File: src/ipf_pkg.sv
// Shared types and constants for the sample-stream to MFM encoder.
// Used by every module of the block and by the port checker.
`timescale 1ns / 1ps

package ipf_pkg;

    typedef enum logic [1:0] {
        PH_HEADER  = 2'd0,
        PH_COUNT   = 2'd1,
        PH_PAYLOAD = 2'd2
    } t_phase;

    typedef enum logic [2:0] {
        K_MARK     = 3'd0,
        K_WORD     = 3'd1,
        K_END      = 3'd2,
        K_BADSIZE  = 3'd3,
        K_ZEROSIZE = 3'd4,
        K_SKIP     = 3'd5
    } t_kind;

    localparam int BYTE_W  = 8;
    localparam int WORD_W  = 16;
    localparam int TYPE_W  = 5;
    localparam int KIND_W  = 3;
    localparam int SIZE_W  = 3;
    localparam int COUNT_W = 32;

    localparam logic [TYPE_W-1:0] TYPE_END  = 5'd0;
    localparam logic [TYPE_W-1:0] TYPE_MARK = 5'd1;
    localparam logic [TYPE_W-1:0] TYPE_DATA = 5'd2;
    localparam logic [TYPE_W-1:0] TYPE_GAP  = 5'd3;

    localparam logic [SIZE_W-1:0] SIZE_NONE = 3'd0;
    localparam logic [SIZE_W-1:0] SIZE_ONE  = 3'd1;
    localparam logic [SIZE_W-1:0] SIZE_TWO  = 3'd2;
    localparam logic [SIZE_W-1:0] SIZE_FOUR = 3'd4;

endpackage

File: src/ipf_mfm_enc.sv
// MFM encoder for one data byte: 16 cells, first cell in bit 15.
// Depends on ipf_pkg for widths.
`timescale 1ns / 1ps

module ipf_mfm_enc (
    input  logic [ipf_pkg::BYTE_W-1:0] i_data,
    input  logic                       i_prev_bit,
    output logic [ipf_pkg::WORD_W-1:0] o_word
);
    import ipf_pkg::*;

    logic [BYTE_W:0] w_bits;

    assign w_bits = {i_data, i_prev_bit};

    // Data cell is the bit; clock cell is set only between two zero bits.
    always_comb begin
        o_word = '0;
        for (int i = 0; i < BYTE_W; i++) begin
            o_word[2*i]   = w_bits[i+1];
            o_word[2*i+1] = ~w_bits[i+1] & ~w_bits[i+2 > BYTE_W ? BYTE_W : i+2];
        end
        o_word[2*BYTE_W-1] = ~i_data[BYTE_W-1] & ~i_prev_bit;
    end

endmodule

File: src/ipf_sample_stream_to_mfm.sv
// Top level of the sample-stream to MFM encoder: header/count/payload parser,
// MFM encoding and the result register. Depends on ipf_pkg and ipf_mfm_enc.
// The block takes one stream byte per cycle and gives at most one result per
// byte, in the cycle after the byte is taken. Parsing and encoding sit
// between the parser state and a single result register, so bytes may arrive
// on every cycle; the input stalls only while a result is held by a stalled
// output. A stream_start byte resets the parser and clears a halt.
`timescale 1ns / 1ps

module ipf_sample_stream_to_mfm (
    input  logic                       i_clk,
    input  logic                       i_rst_n,
    input  logic                       i_in_valid,
    output logic                       o_in_stall,
    input  logic [ipf_pkg::BYTE_W-1:0] i_in_byte,
    input  logic                       i_stream_start,
    output logic                       o_out_valid,
    input  logic                       i_out_stall,
    output logic [ipf_pkg::KIND_W-1:0] o_kind,
    output logic [ipf_pkg::WORD_W-1:0] o_word,
    output logic [ipf_pkg::TYPE_W-1:0] o_sample_kind
);
    import ipf_pkg::*;

    t_phase               r_phase, n_phase, w_phase;
    logic [TYPE_W-1:0]    r_type, n_type, w_type;
    logic [SIZE_W-1:0]    r_cnt, n_cnt, w_cnt;
    logic [COUNT_W-1:0]   r_pl, n_pl, w_pl;
    logic                 r_ldb, n_ldb, w_ldb;
    logic                 r_halt, n_halt, w_halt;

    logic                 r_out_valid;
    logic [KIND_W-1:0]    r_kind;
    logic [WORD_W-1:0]    r_word;
    logic [TYPE_W-1:0]    r_sk;

    logic                 n_res_valid;
    t_kind                n_res_kind;
    logic [WORD_W-1:0]    n_res_word;

    logic                 w_accept;
    logic [SIZE_W-1:0]    w_size;
    logic [COUNT_W-1:0]   w_pl_shift;
    logic [COUNT_W-1:0]   w_pl_dec;
    logic [SIZE_W-1:0]    w_cnt_dec;
    logic [WORD_W-1:0]    w_mfm;

    assign o_in_stall = r_out_valid & i_out_stall;
    assign w_accept   = i_in_valid & ~o_in_stall;

    // State as seen by this byte, after an optional stream restart.
    assign w_phase = i_stream_start ? PH_HEADER : r_phase;
    assign w_type  = i_stream_start ? TYPE_END  : r_type;
    assign w_cnt   = i_stream_start ? '0 : r_cnt;
    assign w_pl    = i_stream_start ? '0 : r_pl;
    assign w_ldb   = i_stream_start ? 1'b0 : r_ldb;
    assign w_halt  = i_stream_start ? 1'b0 : r_halt;

    assign w_size     = i_in_byte[BYTE_W-1 -: SIZE_W];
    assign w_pl_shift = {w_pl[COUNT_W-BYTE_W-1:0], i_in_byte};
    assign w_pl_dec   = w_pl - COUNT_W'(1);
    assign w_cnt_dec  = w_cnt - SIZE_W'(1);

    ipf_mfm_enc u_enc (
        .i_data     (i_in_byte),
        .i_prev_bit (w_ldb),
        .o_word     (w_mfm)
    );

    // Next parser state
    always_comb begin
        n_phase = r_phase;
        n_type  = r_type;
        n_cnt   = r_cnt;
        n_pl    = r_pl;
        n_ldb   = r_ldb;
        n_halt  = r_halt;
        if (w_accept) begin
            n_phase = w_phase;
            n_type  = w_type;
            n_cnt   = w_cnt;
            n_pl    = w_pl;
            n_ldb   = w_ldb;
            n_halt  = w_halt;
            if (!w_halt) begin
                unique case (w_phase)
                    PH_COUNT: begin
                        n_pl  = w_pl_shift;
                        n_cnt = w_cnt_dec;
                        if (w_cnt_dec == '0) begin
                            n_phase = (w_pl_shift != '0) ? PH_PAYLOAD : PH_HEADER;
                        end
                    end
                    PH_PAYLOAD: begin
                        n_pl = w_pl_dec;
                        if (w_pl_dec == '0) begin
                            n_phase = PH_HEADER;
                        end
                        if (w_type == TYPE_MARK || w_type == TYPE_DATA
                                || w_type == TYPE_GAP) begin
                            n_ldb = i_in_byte[0];
                        end
                    end
                    PH_HEADER: begin
                        n_type  = i_in_byte[TYPE_W-1:0];
                        n_pl    = '0;
                        n_cnt   = '0;
                        n_phase = PH_HEADER;
                        if (w_size == SIZE_NONE) begin
                            n_halt = (i_in_byte[TYPE_W-1:0] != TYPE_END);
                        end else if (w_size == SIZE_ONE || w_size == SIZE_TWO
                                || w_size == SIZE_FOUR) begin
                            n_cnt   = w_size;
                            n_phase = PH_COUNT;
                        end else begin
                            n_halt = 1'b1;
                        end
                    end
                    default: begin
                        n_phase = PH_HEADER;
                    end
                endcase
            end
        end
    end

    // Result for this byte
    always_comb begin
        n_res_valid = 1'b0;
        n_res_kind  = K_MARK;
        n_res_word  = '0;
        if (!w_halt) begin
            unique case (w_phase)
                PH_COUNT: begin
                    if (w_cnt_dec == '0) begin
                        if (w_type == TYPE_END) begin
                            n_res_valid = 1'b1;
                            n_res_kind  = K_END;
                        end else if (w_type > TYPE_GAP) begin
                            n_res_valid = 1'b1;
                            n_res_kind  = K_SKIP;
                        end
                    end
                end
                PH_PAYLOAD: begin
                    if (w_type == TYPE_MARK) begin
                        n_res_valid = 1'b1;
                        n_res_kind  = K_MARK;
                        n_res_word  = {{(WORD_W-BYTE_W){1'b0}}, i_in_byte};
                    end else if (w_type == TYPE_DATA || w_type == TYPE_GAP) begin
                        n_res_valid = 1'b1;
                        n_res_kind  = K_WORD;
                        n_res_word  = w_mfm;
                    end
                end
                PH_HEADER: begin
                    n_res_valid = 1'b1;
                    if (w_size == SIZE_NONE) begin
                        n_res_kind = (i_in_byte[TYPE_W-1:0] == TYPE_END) ? K_END
                                                                         : K_ZEROSIZE;
                    end else if (w_size == SIZE_ONE || w_size == SIZE_TWO
                            || w_size == SIZE_FOUR) begin
                        n_res_valid = 1'b0;
                    end else begin
                        n_res_kind = K_BADSIZE;
                    end
                end
                default: begin
                    n_res_valid = 1'b0;
                end
            endcase
        end
    end

    always_ff @(posedge i_clk) begin
        if (!i_rst_n) begin
            r_phase     <= PH_HEADER;
            r_type      <= '0;
            r_cnt       <= '0;
            r_pl        <= '0;
            r_ldb       <= 1'b0;
            r_halt      <= 1'b0;
            r_out_valid <= 1'b0;
        end else begin
            r_phase <= n_phase;
            r_type  <= n_type;
            r_cnt   <= n_cnt;
            r_pl    <= n_pl;
            r_ldb   <= n_ldb;
            r_halt  <= n_halt;
            if (w_accept) begin
                r_out_valid <= n_res_valid;
            end else if (!i_out_stall) begin
                r_out_valid <= 1'b0;
            end
        end
    end

    // Load the result payload only with a new result
    always_ff @(posedge i_clk) begin
        if (w_accept && n_res_valid) begin
            r_kind <= n_res_kind;
            r_word <= n_res_word;
            r_sk   <= n_type;
        end
    end

    assign o_out_valid   = r_out_valid;
    assign o_kind        = r_kind;
    assign o_word        = r_word;
    assign o_sample_kind = r_sk;

endmodule

File: config.mk
export PLATFORM = sky130hd
export DESIGN_NAME = ipf_sample_stream_to_mfm
export DESIGN_NICKNAME = d
export VERILOG_FILES = /design/src/ipf_pkg.sv /design/src/ipf_mfm_enc.sv /design/src/ipf_sample_stream_to_mfm.sv
export SDC_FILE = /design/constraint.sdc
export NUM_CORES = 1
export LEC_CHECK = 0
export BUFFER_PORTS_ARGS = -buffer_cell sky130_fd_sc_hd__buf_2
export CAP_MARGIN = 40
export CORE_MARGIN = 1.5
export CORE_UTILIZATION = 40
export DETAILED_ROUTE_END_ITERATION = 6
export HOLD_SLACK_MARGIN = 0.15
export PLACE_DENSITY = 0.61
export SLEW_MARGIN = 20
export SYNTH_ARGS = -nofsm -noshare
export SYNTH_HDL_FRONTEND = slang
export SYNTH_SLANG_ARGS = --single-unit
File: constraint.sdc
create_clock -name i_clk -period 3.3 [get_ports i_clk]
set_input_delay 0.165 -clock i_clk [delete_from_list [all_inputs] [get_ports i_clk]]
set_output_delay 0.165 -clock i_clk [all_outputs]
set_load 0.03 [all_outputs]
Word-level counts from Yosys, hierarchy flattened
Index checks and enable logic that the tools add are counted.
W data, S select, Z words.
Operators by class
  bitwise logic cells: 22
  reductions and logical operators: 16
  shift-type cells: 0
  magnitude comparators: 1
  add/subtract/negate cells: 2
  divide/modulo/power cells: 0
  eq/ne operators: 9
  mux-type cells: 50
  multiply operators: 0
Operators with widths (count)
  $pmux W32 S3: 1
  $mux W32: 2
  $logic_not A32 Y1: 1
  $reduce_bool A32 Y1: 1
  $sub A32 B1 Y32 const B: 1
  $mux W3: 9
  $mux W1: 22
  $mux W5: 4
  $mux W8: 2
  $mux W2: 6
  $not A1 Y1: 12
  $and A1 B1 Y1: 10
  $eq A5 B2 Y1 const B: 2
  $logic_not A5 Y1: 2
  $pmux W3 S3: 1
  $logic_not A3 Y1: 2
  $pmux W2 S3: 1
  $pmux W3 S2: 1
  $eq A5 B1 Y1 const B: 1
  $gt A5 B2 Y1 const B: 1
  $logic_or A1 B1 Y1: 5
  $reduce_bool A5 Y1: 1
  $reduce_or A4 Y1: 1
  $eq A3 B1 Y1 const B: 1
  10 further kinds: 10
Word-level totals
  input bits: 13
  register bits: 69
  bits in latches: 0
  memories: 0
  word-level logic and storage cells: 111
  bits in read-only memories: 0
  bits in writable memories: 0

Longest topological paths before layout
Gate-level depths: netlist (run 1).
  depth after elaboration: 8
  gate-level depth with buffers: 14
  depth with buffers taken out: 11

By module
From an unflattened synthesis (run 1), not the netlist that was laid out.
Unflattened totals
  cell total of the unflattened synthesis: 550
  area total of the unflattened synthesis: 4425.5 µm²
By module, submodules not included
  ipf_sample_stream_to_mfm: sequential area each 1621.6 µm², instances 1, area each 4335.4 µm², cells each 534
  ipf_mfm_enc: sequential area each 0.0 µm², instances 1, area each 90.1 µm², cells each 16

Worst setup path after synthesis (run 1)
No wires, ideal clock.
  path type: input port to flip-flop
  start: input port i_stream_start
  end: register r_kind[0], in the netlist o_kind[0], enable pin
  arrival time: 3219 ps
  stages: 10
  slack: -340 ps
  setup time: 422 ps
  data required time: 2878 ps
  cells stage by stage: clkbuf_1 > inv_1 > buf_4 > clkbuf_1 > nand2_1 > ha_1 > xnor2_1 > nor3b_1 > o21ai_0 > a31oi_1
Between the ends
  word-level cells in the longest chain between the ends: 8
RTL lines
  start: declaration: line ipf_sample_stream_to_mfm.sv:16  | input logic i_stream_start,
  $mux W5: line ipf_sample_stream_to_mfm.sv:53  | assign w_type = i_stream_start ? TYPE_END : r_type;
  $gt A5 B2 Y1 or $eq A5 B2 Y1 (tied branches): line ipf_sample_stream_to_mfm.sv:139, ipf_sample_stream_to_mfm.sv:150
  $mux W1 or $logic_or A1 B1 Y1 (tied branches): line ipf_sample_stream_to_mfm.sv:139, ipf_sample_stream_to_mfm.sv:150
  $mux W1, on equally long branches: line ipf_sample_stream_to_mfm.sv:136, ipf_sample_stream_to_mfm.sv:150
  $mux W1, on equally long branches: line ipf_sample_stream_to_mfm.sv:135, ipf_sample_stream_to_mfm.sv:146
  $pmux W1 S3: line ipf_sample_stream_to_mfm.sv:133  | unique case (w_phase)
  $mux W1 *: line ipf_sample_stream_to_mfm.sv:132  | if (!w_halt) begin
  $logic_and A1 B1 Y1 *: line ipf_sample_stream_to_mfm.sv:201  | if (w_accept && n_res_valid) begin
  end signal: assignment: line ipf_sample_stream_to_mfm.sv:202  | r_kind <= n_res_kind;
  end: declaration: line ipf_sample_stream_to_mfm.sv:33  | logic [KIND_W-1:0] r_kind;
Mark *: on every way between the ends. The rest lies on a longest branch, timed or not.
A chain may end at the register's enable or synchronous reset.

Worst setup path after layout (run 1)
  start: register r_pl[11]
  end: register r_phase[1]
Between the ends
  word-level cells in the longest chain between the ends: 6
RTL lines
  start: declaration: line ipf_sample_stream_to_mfm.sv:28  | logic [COUNT_W-1:0] r_pl, n_pl, w_pl;
  start signal: assignment: line ipf_sample_stream_to_mfm.sv:188  | r_pl <= n_pl;
  $mux W32 *: line ipf_sample_stream_to_mfm.sv:55  | assign w_pl = i_stream_start ? '0 : r_pl;
  $sub A32 B1 Y32 or $reduce_bool A32 Y1 (tied branches): line ipf_sample_stream_to_mfm.sv:61, ipf_sample_stream_to_mfm.sv:91
  $logic_not A32 Y1 or $mux W2 (tied branches): line ipf_sample_stream_to_mfm.sv:96, ipf_sample_stream_to_mfm.sv:91
  $mux W2, on equally long branches: line ipf_sample_stream_to_mfm.sv:96, ipf_sample_stream_to_mfm.sv:90
  $pmux W2 S3 *: line ipf_sample_stream_to_mfm.sv:86  | unique case (w_phase)
  $mux W2 *: line ipf_sample_stream_to_mfm.sv:85  | if (!w_halt) begin
  end signal: assignment: line ipf_sample_stream_to_mfm.sv:185  | r_phase <= n_phase;
  end: declaration: line ipf_sample_stream_to_mfm.sv:25  | t_phase r_phase, n_phase, w_phase;
Marked as above.

==> results of run 1 <==
## state kept, by name, summed over array words and instances, names as in the netlist
| register | flops |
|---|---|
| o_sample_kind | 5 |
| o_kind | 3 |
| r_pl | 32 |
| r_ldb | 1 |
| r_cnt | 3 |
| o_word | 16 |
| r_phase | 2 |
| o_out_valid | 1 |
| r_type | 5 |
| r_halt | 1 |
## report_power, final
| group | leakage (nW) | switching, mW | total (mW) | internal (mW) |
|---|---|---|---|---|
| clock network | 0.0797 | 0.369 | 0.642 | 0.273 |
| logic | 1.06 | 0.345 | 0.530 | 0.186 |
| registers | 0.605 | 0.0590 | 0.987 | 0.928 |
## worst register-to-register path: stages (launching register included)
cell	delay, ps
dfxtp_1	490
or4_4	640
or3_1	340
nor4_1	540
xnor2_1	250
o211ai_1	170
nor4_1	320
a31oi_1	110
## cell families after synthesis
group | count (synthesis) | share of synthesized area [%]
buffers and inverters | 56 | 5.651
adder cells (fa/ha/maj) | 4 | 1.165
XOR/XNOR | 21 | 4.282
AND/OR/NAND/NOR | 224 | 26.68
AO/OA/AOI/OAI | 159 | 22.92
flip-flops | 69 | 37.75
multiplexers | 6 | 1.544
## synthesized netlist by cell type, types with 9 or more instances
master	n	area share [%]
nor2_1	66	5.8
a21oi_1	55	6.4
dfxtp_1	45	21
nand2_1	42	3.7
o21ai_0	40	4.7
clkbuf_1	35	3.1
edfxtp_1	24	17
nor3_1	23	2.7
and2_1	16	2.3
nor4_1	16	2.3
xnor2_1	14	2.9
nand3_1	13	1.5
inv_1	10	0.87
a211oi_1	9	1.6
## metrics by stage
stage / std cells / power [mW]
after global placement: 683 / 1.524
after CTS: 700 / 2.156
after detailed placement: 683 / 1.521
after floorplan: 539 / 1.378
after global routing: 700 / 2.251
final: 700 / 2.159
## per-layer routing
metal	up-vias	global-route usage (%)	wire length, µm
met4	0	11.05	423
met1	1989	34.69	6169
met3	34	5.289	1181
met2	245	38.28	6219
met5	-	0	0
li1	2010	-	-
## path summary, 6_finish.rpt
path	startpoint	cells past startpoint	to	slack, ps
worst max-delay path	r_pl[11]	7	r_phase[1]	340
worst min-delay path	i_out_stall	4	o_out_valid	160
worst max register to register	r_pl[11]	7	r_phase[1]	340
worst min register to register	r_cnt[1]	2	r_cnt[1]	500
## layout make-up
cell class,count,area (µm²),area share (%)
multi-input cells,414,2445,51.33
repair buffers,54,312.8,6.567
well taps,136,170.2,3.572
clock inverters,7,48.80,1.024
inverters,11,41.29,0.8668
flip-flops and latches,69,1622,34.04
clock buffers,9,123.9,2.600
## repair_timing
action                    in CTS  in global routing
hold endpoints to repair       1                  0
hold buffers                   1                  0
resized for setup              0                  0
==> impl_metrics.toml, run 1 <==
[critical_path]
setup.worst_path.start_class = "flop"
setup.worst_path.end_class = "flop"
path_max_fanout = 12
max_stage_delay_ps = 640
timing.critical_path.mode_cell = "nor4_1"
cp.arrival_ps = 3220
critPathBufInv = 0
cp_slowest_cell = "or4_4"
cpLargestDelayFamily = "simple AND/OR/NAND/NOR gates"
path_class = "flop to flop"
timing.critical_path.cells = "or4_4 > or3_1 > nor4_1 > xnor2_1 > o211ai_1 > nor4_1 > a31oi_1"
worstPathRequired_ps = 3560

[floorplan]
dieArea_um2 = 11370
core_um2 = 10370
io_pins = 39
start_util_pct = 41.42
fp.dieW_um = 106.6
die_h_um = 106.6
row_count = 37

[drt]
first_iter_violations = 420
routed_via_density = 6.111
ant_nets = 0
firstDrtPassIters = 5
wl_per_cell_um = 19.99
wl_um = 13990
drc_errors = 0
vias = 4278

[cells_and_area]
nFillCells = 1038
final_util_pct = 45.93
final_common_cell = "nor2_1"
finalInstanceArea_um2 = 4763
layout-drive-gt1-share_pct = 15.25
fin_nets = 576
n_antenna_cell = 0
syn2layout_area_growth_pct = 10.89
mostFrequentLayoutCells = "nor2_1 (65), a21oi_1 (55), dfxtp_1 (45)"

[synthesis]
syn_inst = 539
synth_cell_types = 63
avgSynthCellArea_um2 = 7.969
synth_edf_count = 24
seq_area_frac_synth_pct = 37.75
ys_warn_count = 0
synthArstFlopShare_pct = 0
synth_seq_cells = 69
syn_nets = 556
synth_flop_cell = "dfxtp_1"
syn_area_um2 = 4295

[status]
run_status = "finished, final reports clean"

[global_route]
antenna_found_initial = 0
grt_overflow = 0
grt_max_degree = 37
grt_pass1_wl_um = 22130
grt_usage_pct = 25.28
grt_pass1_vias = 4038

[placed_design]
io_buffers = 38
place_ws_ps = 448.3
gp_congestion = 0.9361
dpl.hpwl_um = 9613
dpl-instance-area_um2 = 4581

[clocking]
clock_path_buffers = 2
clk_pin_slew_ps = 90
cts_tree = "done"
htree_levels = 3
cts.sinks = 69
clk_latency_ps = 380
numCtsBuffers = 9
root_buffer = "clkbuf_8"
postCtsSetupBuffers = 0

[sta]
period_minus_slack_ps = 2963
final.setup.tns_ps = 0
maxSlewHeadroom_pct = 48.92
slew_violations = 0
max_freq_mhz = 337.5
hold_slack_ps = 160.2
period_share_pct = 89.78
setup_viol = 0
hold_violations = 0
skew_ps = 11.36
worst_pin_slew_ps = 763.4
worst_slack_ps = 337.3
rsz0062_at_grt = "false"

[power_and_ir_drop]
p_leak_nw = 1.741
p_per_area_nw_per_um2 = 453.3
peakVddDrop_mv = 0.1973

[hold_path]
hold_path.class = "input pin to flop"

[run]
maxCapViolCount = 0
Power figures use the tool's default switching activity.
==> run 2, diff against run 1 <==
Settings changed: CORE_ASPECT_RATIO set to 1.75.
==> run 2 against run 1 <==
Compared with the run above:
- clock-buffer cell count up 4
- highest routed layer unchanged
- largest power group is now clock
- final cell count fell by 0.43%
- fmax grew 2.1%
- critical path depth rose by 1
- sequential share of layout area down 1.1 points
- critical endpoint unchanged
- first-iteration DRC count shrank 12%
- clock power grew 57%
- clock skew about the same
==> impl_metrics.toml, run 2 (same netlist as run 1, synthesis figures left out) <==
[cells_and_area]
regMostFlops = "r_pl"
syn2layout_area_growth_pct = 14.74
mostFrequentLayoutCells = "nor2_1 (65), a21oi_1 (55), dfxtp_1 (45)"
largest_reg_flops = 32
nFillCells = 1033
n_antenna_cell = 0
final_common_cell = "nor2_1"
fin_nets = 582
layout-drive-gt1-share_pct = 16.14

[floorplan]
fp.dieW_um = 81.34
die_h_um = 140.1
row_count = 49
start_util_pct = 41.46
io_pins = 39
core_um2 = 10360
dieArea_um2 = 11390

[power_and_ir_drop]
power_mw = 2.557
peakVddDrop_mv = 0.3785
p_leak_nw = 1.839
p_per_area_nw_per_um2 = 518.8

[sta]
maxSlewHeadroom_pct = 46.53
slew_violations = 0
worst_pin_slew_ps = 799.0
hold_violations = 0
skew_ps = 11.49
period_share_pct = 87.97
setup_viol = 0
max_freq_mhz = 344.5
final.setup.tns_ps = 0
rsz0062_at_grt = "false"
period_minus_slack_ps = 2903

[critical_path]
critPathBufInv = 0
cp.arrival_ps = 3160
setup.worst_path.start_class = "flop"
cp.depth = 8
timing.critical_path.mode_cell = "o21ai_0"
timing.critical_path.cells = "nand2_1 > ha_1 > and3_1 > nor2_1 > nor3b_1 > o21ai_0 > o21ai_0 > a31oi_1"
worstPathRequired_ps = 3560
setup.worst_path.end_class = "flop"
r2r_cells = 8
cpLargestDelayFamily = "simple AND/OR/NAND/NOR gates"
path_max_fanout = 8
max_stage_delay_ps = 630
cp_slowest_cell = "nor2_1"
path_class = "flop to flop"

[placed_design]
gp_congestion = 0.9492
dpl.hpwl_um = 11720
io_buffers = 38

[hold_path]
hold_path_depth = 4
hold_path.class = "input pin to flop"

[global_route]
grt_pass1_wl_um = 24070
grt_usage_pct = 28.95
use_met3_pct = 4.430
grt_overflow = 0
top_usage_layer = "met2"
antenna_found_initial = 0
grt_max_degree = 35
grt_pass1_vias = 4141
grt_use_met1_pct = 29.98
grtUsageMet2_pct = 51.67

[drt]
drc_errors = 0
wl_per_cell_um = 23.10
routed_via_density = 6.389
wl_um = 16100
ant_nets = 0
firstDrtPassIters = 5
vias = 4453
first_iter_violations = 370

[clocking]
numCtsBuffers = 9
clk_latency_ps = 340
cts.sinks = 69
cts-resized-gates = 0
clock_path_buffers = 2
ctsHoldBuffers = 0
root_buffer = "clkbuf_16"
postCtsSetupBuffers = 0
clk_pin_slew_ps = 60
cts_tree = "done"
htree_levels = 3

[run]
maxCapViolCount = 0

[status]
run_status = "finished, final reports clean"
run 2: cell count changes in the layout (fill, tap and decap cells not counted):
cell / before / now
dlygate4sd3_1: 1 / 0
clkbuf_1: 0 / 2
clkinv_4: 0 / 1
clkbuf_16: 0 / 9
clkinvlp_4: 3 / 1
buf_4: 15 / 22
clkbuf_8: 9 / 2
bufinv_16: 0 / 1
inv_6: 2 / 0
clkinv_1: 2 / 1
clkinv_2: 1 / 0
run 2: final timing paths:
kind | start | end | slack, ps
worst min register to register | r_ldb | r_ldb | 500
worst max register to register | r_pl[0] | r_phase[1] | 400
worst min-delay path | i_out_stall | o_out_valid | 190
worst max-delay path | r_pl[0] | r_phase[1] | 400
run 2: power by group:
part           internal, mW  switching [mW]  leakage [nW]
Combinational         0.190           0.374          1.09
Sequential            0.930          0.0528         0.605
Clock                 0.629           0.381         0.146
Total                  1.75           0.808          1.84
run 2: area by class of cell:
class                           instances  area [µm²]  share of cell area [%]
Timing Repair Buffer                   60       355.3                   7.210
Clock inverter                          3       46.29                  0.9393
Sequential cell                        69        1622                   32.90
Inverter                               11       41.29                  0.8378
Tap cell                              127       158.9                   3.224
Clock buffer                           13       260.3                   5.281
Multi-Input combinational cell        414        2445                   49.61
run 2: worst min-delay path, delay by kind of cell:
kind,cells,cell delay (ps)
buf+inv,2,150
compound gates,1,110
simple gates,1,70
run 2: per-stage QoR:
stage / worst slack [ps] / std cells / util [%] / hold WS (ps) / area, µm²
finish: 397.1 / 697 / 47.57 / 186.4 / 4928
global placement: 397.1 / 681 / 44.61 / 474.1 / 4622
CTS: 528.2 / 697 / 47.57 / 194.4 / 4928
floorplan: 228.5 / 539 / - / 316.9 / 4302
global route: 316.8 / 697 / 47.57 / 204.5 / 4928
detailed placement: 419.9 / 681 / 44.61 / 486.9 / 4622
run 2: layer usage:
metal,vias up,routed length (µm)
met5,-,0
met1,2128,5629
met3,66,898
li1,2036,-
met4,0,1044
met2,223,8526
==> run 3, diff against run 2 <==
Settings changed: PLACE_DENSITY 0.61 to 0.58.
Clock period 3.3 ns to 3.7 ns, I/O delays scaled along.
==> run 3 against run 2 <==
Compared with the run above:
- largest cell class unchanged
- worst hold slack better by 19 ps
- cell area decreased by 1.3%
- via count down 0.16%
- highest routed layer unchanged
==> impl_metrics.toml, run 3 (same netlist as run 1, synthesis figures left out) <==
[sta]
hold_slack_ps = 205.7
slew_violations = 0
worst_slack_ps = 765.6
worst_pin_slew_ps = 793.9
setup_viol = 0
hold_violations = 0
period_share_pct = 79.31
period_minus_slack_ps = 2934
final.setup.tns_ps = 0
max_freq_mhz = 340.8
skew_ps = 9.006
rsz0062_at_grt = "false"
maxSlewHeadroom_pct = 46.62

[power_and_ir_drop]
p_per_area_nw_per_um2 = 449.4
p_leak_nw = 1.793
peakVddDrop_mv = 0.2639
power_mw = 2.187

[clocking]
root_buffer = "clkbuf_16"
postCtsSetupBuffers = 0
clk_latency_ps = 340
cts.sinks = 69
cts_tree = "done"
numCtsBuffers = 9
clock_path_buffers = 2
htree_levels = 3
cts-resized-gates = 0
ctsHoldBuffers = 0
clk_pin_slew_ps = 60

[critical_path]
max_stage_delay_ps = 610
path_class = "flop to flop"
path_max_fanout = 7
startpoint = "r_pl[0]"
timing.critical_path.mode_cell = "nor4_1"
timing.critical_path.cells = "nand2_1 > inv_1 > ha_1 > or4b_2 > nor4_1 > nand4_1 > nor4_1 > nand4_1 > nor4_1 > a31oi_1"
worstPathRequired_ps = 3920
critPathBufInv = 1
r2r-start = "r_pl[0]"
setup.worst_path.start_class = "flop"
setup.worst_path.end_class = "flop"
cp.arrival_ps = 3150
cpLargestDelayFamily = "simple AND/OR/NAND/NOR gates"
cp_slowest_cell = "or4b_2"

[cells_and_area]
final_util_pct = 46.96
fin_cells = 691
n_antenna_cell = 0
fin_nets = 576
multi_input_area_um2 = 2445
nFillCells = 1036
finalInstanceArea_um2 = 4866
final_common_cell = "nor2_1"
mostFrequentLayoutCells = "nor2_1 (65), a21oi_1 (55), dfxtp_1 (45)"
largest_reg_flops = 32
regMostFlops = "r_pl"
syn2layout_area_growth_pct = 13.28
regArea_um2 = 1622
layout-drive-gt1-share_pct = 15.25

[floorplan]
core_um2 = 10360
die_h_um = 140.1
dieArea_um2 = 11390
start_util_pct = 41.46
row_count = 49
io_pins = 39
fp.dieW_um = 81.34

[global_route]
grt_max_degree = 37
grt_pass1_vias = 4366
grt_pass1_wl_um = 25100
grt_usage_pct = 30.47
antenna_found_initial = 0
grt_overflow = 0

[placed_design]
dp_cells = 675
gp_congestion = 0.9920
io_buffers = 38
place_ws_ps = 801.0
dpl.hpwl_um = 11970
dpl-instance-area_um2 = 4597

[drt]
wl_per_cell_um = 23.72
vias = 4446
routed_via_density = 6.434
ant_nets = 0
drc_errors = 0
firstDrtPassIters = 5
wl_um = 16390
first_iter_violations = 395

[run]
maxCapViolCount = 0

[status]
run_status = "finished, final reports clean"

[hold_path]
hold_path.class = "input pin to flop"
min-delay-start = "i_in_byte[0]"
==> run 3: power by group <==
group / switching (mW) / leakage [nW] / internal [mW]
Clock: 0.344 / 0.122 / 0.451
Sequential: 0.0552 / 0.605 / 0.829
Combinational: 0.339 / 1.07 / 0.169
==> run 3: worst min-delay path, cell delays in order <==
cell	delay, ps
buf_2	160
nand3_1	90
a21oi_1	60
==> run 3: worst paths after layout <==
path	endpoint	slack (ps)	cells after the start
hold reg to reg	r_ldb	500	2
setup / recovery	r_phase[1]	770	10
setup reg to reg	r_phase[1]	770	10
hold / removal	r_ldb	210	3
==> run 3: area by class of cell <==
cell class,count,area share [%]
tap,127,3.266
inverter,11,0.8485
sequential,69,33.32
clock inverter,6,0.8228
timing repair buffer,54,6.788
clock buffer,10,4.706
multi-input combinational,414,50.24
==> run 3: metal layers <==
layer	global-route usage, %	vias up	part of all wire [%]
li1	-	2025	-
met1	30.71	2097	34
met2	51.85	237	51
met3	6.580	87	5.4
met4	24.41	0	9.0
met5	0	-	0
